## src/sv/gpsr_pkg.sv

```systemverilog
// ----------------------------------------------------------------------------
// gpsr_pkg
// Shared widths, register indexes and reset values of the steering regulator.
// ----------------------------------------------------------------------------
package gpsr_pkg;

    localparam int ANGLE_W = 16;            // Q8.8 angle
    localparam int ERR_W   = ANGLE_W + 1;   // setpoint - actual
    localparam int DIFF_W  = ERR_W + 1;     // error - last error
    localparam int GAIN_W  = 32;            // Q8.24 gain
    localparam int FIX_W   = 32;            // Q16.16 drive / integral
    localparam int LIM_W   = 31;            // unsigned integral clamp
    localparam int FRAC_SH = 16;            // Q8.8 x Q8.24 -> Q16.16
    localparam int CFG_IDX_W = 3;

    typedef logic [CFG_IDX_W-1:0] cfg_index_t;

    localparam cfg_index_t REG_GAIN_PROP      = 3'd0;
    localparam cfg_index_t REG_GAIN_INT_DT    = 3'd1;
    localparam cfg_index_t REG_GAIN_DERIV_DT  = 3'd2;
    localparam cfg_index_t REG_INTEGRAL_LIMIT = 3'd3;
    localparam cfg_index_t REG_DRIVE_MIN      = 3'd4;
    localparam cfg_index_t REG_DRIVE_MAX      = 3'd5;

    localparam logic signed [GAIN_W-1:0] RST_GAIN_PROP      = 32'sd13421773;
    localparam logic signed [GAIN_W-1:0] RST_GAIN_INT_DT    = 32'sd1678;
    localparam logic signed [GAIN_W-1:0] RST_GAIN_DERIV_DT  = 32'sd0;
    localparam logic        [LIM_W-1:0]  RST_INTEGRAL_LIMIT = 31'd655360;
    localparam logic signed [FIX_W-1:0]  RST_DRIVE_MIN      = -32'sd65536;
    localparam logic signed [FIX_W-1:0]  RST_DRIVE_MAX      = 32'sd65536;

endpackage

```

## src/sv/gpsr_mulq.sv

```systemverilog
// ----------------------------------------------------------------------------
// gpsr_mulq
// Signed Q8.8 value times signed Q8.24 gain, rounded half up to Q16.16.
// ----------------------------------------------------------------------------
module gpsr_mulq #(
    parameter int VW = 17
) (
    input  logic signed [VW-1:0]              v,
    input  logic signed [gpsr_pkg::GAIN_W-1:0] gain,
    output logic signed [VW+gpsr_pkg::GAIN_W-gpsr_pkg::FRAC_SH-1:0] q
);
    import gpsr_pkg::*;

    localparam int PW = VW + GAIN_W;

    logic signed [PW-1:0] prod;
    logic signed [PW-1:0] rnd;

    assign prod = PW'(v) * PW'(gain);
    assign rnd  = prod + PW'(1 << (FRAC_SH - 1));
    // arithmetic shift, keep the upper bits
    assign q    = rnd[PW-1:FRAC_SH];

endmodule

```

## config.mk

```make
export PLATFORM = sky130hd
export DESIGN_NAME = gpsr_mulq
export DESIGN_NICKNAME = d
export VERILOG_FILES = /design/src/sv/gpsr_pkg.sv /design/src/sv/gpsr_mulq.sv
export SDC_FILE = /design/constraint.sdc
export NUM_CORES = 1
export LEC_CHECK = 0
export ABC_AREA = 1
export BUFFER_PORTS_ARGS = -buffer_cell sky130_fd_sc_hd__buf_2
export CAP_MARGIN = 5
export CORE_MARGIN = 4
export CORE_UTILIZATION = 50
export DETAILED_ROUTE_END_ITERATION = 10
export PLACE_DENSITY = 0.67
export SLEW_MARGIN = 30
export SYNTH_ARGS = -nofsm -noshare
export SYNTH_HDL_FRONTEND = slang
export SYNTH_SLANG_ARGS = --single-unit
```

## constraint.sdc

```tcl
create_clock -name vclk -period 16.9
set_clock_uncertainty 0.15 [all_clocks]
set_input_delay 2.535 -clock vclk [all_inputs]
set_output_delay 2.535 -clock vclk [all_outputs]
set_load 0.01 [all_outputs]
```

==> key figures <==
Outcome
  – Status: finished clean

Die
  – FP Rows: 73
  – I/O pins: 82
  – Die Area: 0.04428 mm²
  – Starting Density: 0.5110
  – Die width: 210.4 µm
  – Die Ht: 210.4 µm
  – CORE AREA: 0.04010 mm²

Cells and area
  – Seq. cell area: 0 µm²
  – Clock buffer count: 0
  – Most common cell after layout, fill and taps aside: inv_1
  – Nets: 3478
  – Share of layout cells above drive strength 1: 0.04862
  – Commonest cells after routing, fill and taps aside: inv_1, nand2_1, fa_1
  – N_diodes: 0
  – Seq cells: 0
  – Final core occ: 0.5272
  – Synth-to-Final Area Change: 3.170%

Timing
  – Final Slew Violations: 0
  – Fmax: 88.70 MHz
  – Slew @ Worst Pin: 0.9008 ns
  – Final setup vio count: 0
  – Unrepaired setup endpoints after global routing: no
  – Final hold vios: 0
  – WHS: 5.825 ns
  – Max-slew headroom: 0.3994
  – Setup ws final: 5.625 ns
  – Final Cycle Share: 0.6671
  – Min Tclk post-route: 11.27 ns
  – Setup TNS: 0 ns

Critical path
  – WP data required: 14.22 ns
  – Startpoint types: primary input
  – Worst setup path class: in -> out
  – CP Capture Type: primary output
  – CP Max Fanout: 32
  – Crit path arrival time: 8.59 ns

Logic synthesis
  – Synth Cell Area: 0.02049 mm²
  – Distinct cells, synth: 29
  – Post-Synthesis Cells: 2828
  – Synthesis Warnings: 0
  – Sequential share of the synthesized area: 0
  – Syn Nets: 3507
  – Syn avg cell area: 7.245 µm²

Global routing
  – First-pass GRT wire length: 91.89 mm
  – GRT Util Overall: 0.2556
  – Aggregate global routing overflow: 0
  – Antenna violations before repair: 1
  – Vias in the first global route: 18331
  – Largest net degree at the start of global routing: 34

Routing
  – DRT antenna net count: 0
  – 1st-iter DRT viols: 1025
  – Drt first pass iters: 5
  – DR WL met3: 2.331 mm
  – Vias per cell: 4.936
  – Final wirelength: 53.94 mm
  – Metal2 WL: 28.79 mm
  – # DRC: 0
  – DR WL/cell: 16.24 µm
  – Metal-1 WL: 20.87 mm
  – Vias post-DR: 16398
  – Max layer used: met5

CTS
  – Post-CTS setup buffer count: 0
  – Post_cts resized: 0
  – Post-CTS Hold Buffers: 0

Run
  – Max cap viols: 0

Place
  – Port Buf Inserts: 82
  – Gpl congestion: 0.9760
  – Dpl hpwl: 46.23 mm
  – Dpl ws: 5.666 ns

Hold path
  – Worst Hold Class: in -> out
-- critical path, cell delays in order --
cell     delay [ns]
buf_2          0.61
nand2_1        0.34
fa_1           0.64
inv_1          0.07
fa_1           0.61
inv_1          0.20
fa_1           0.52
fa_1           0.58
fa_1           0.43
fa_1           0.49
inv_1          0.04
ha_1           0.42
nand2_1        0.15
nor2_1         0.16
nand2_1        0.12
nor2_1         0.14
nand3_1        0.12
nand3_1        0.10
nand2_1        0.05
nand2_1        0.11
buf_2          0.15
-- final cells by class --
class              count  area [µm²]
well taps            525       656.9
inverters            940        3528
multi-input cells   1772       16520
fillers             3923       18960
repair buffers        85       432.9
-- synth_stat cells (all sizes together) --
library cell / instances / share of area
buf: 2 / 0.00061
and3: 2 / 0.00061
a21o: 2 / 0.00073
nand4: 14 / 0.0043
o21a: 4 / 0.0015
xnor2: 9 / 0.0038
or2: 5 / 0.0015
clkbuf: 114 / 0.021
xor2: 8 / 0.0034
fa: 521 / 0.51
nand2: 885 / 0.16
o21ai: 9 / 0.0022
nor2: 117 / 0.024
nand3: 37 / 0.0093
o21bai: 4 / 0.0015
a21oi: 37 / 0.0090
inv: 940 / 0.17
ha: 109 / 0.067
and2: 1 / 0.00031
nand3b: 2 / 0.0013
nor3: 6 / 0.0026
-- logic make-up after synthesis --
group | after synthesis | share of synthesized area
and+or+nand+nor | 1069 | 0.2085
buffers and inverters | 1056 | 0.1937
adders and majority gates | 630 | 0.5756
AOI/OAI and AO/OA | 56 | 0.01490
xor gates and xnor gates | 17 | 0.007268
-- through the flow --
stage	area (µm²)	cells
after floorplan	20490	2828
after global placement	21140	3322
after detailed placement	21140	3322
after CTS	21140	3322
after global routing	21140	3322
final	21140	3322
-- per-layer routing --
| layer | GRT usage | vias up |
|---|---|---|
| met2 | 0.4886 | 482 |
| met5 | 0 | - |
| met4 | 0.07422 | 2 |
| met1 | 0.3125 | 8145 |
| li1 | - | 7629 |
| met3 | 0.01354 | 140 |
-- path summary, 6_finish.rpt --
path | from | endpoint | slack, ns | depth (start not counted)
worst min-delay path | gain[0] | q[21] | 5.83 | 7
worst max-delay path | v[5] | q[25] | 5.63 | 21
Power is not shown: default switching activity piles up to over one toggle a cycle in this logic, so the estimate is an artifact.
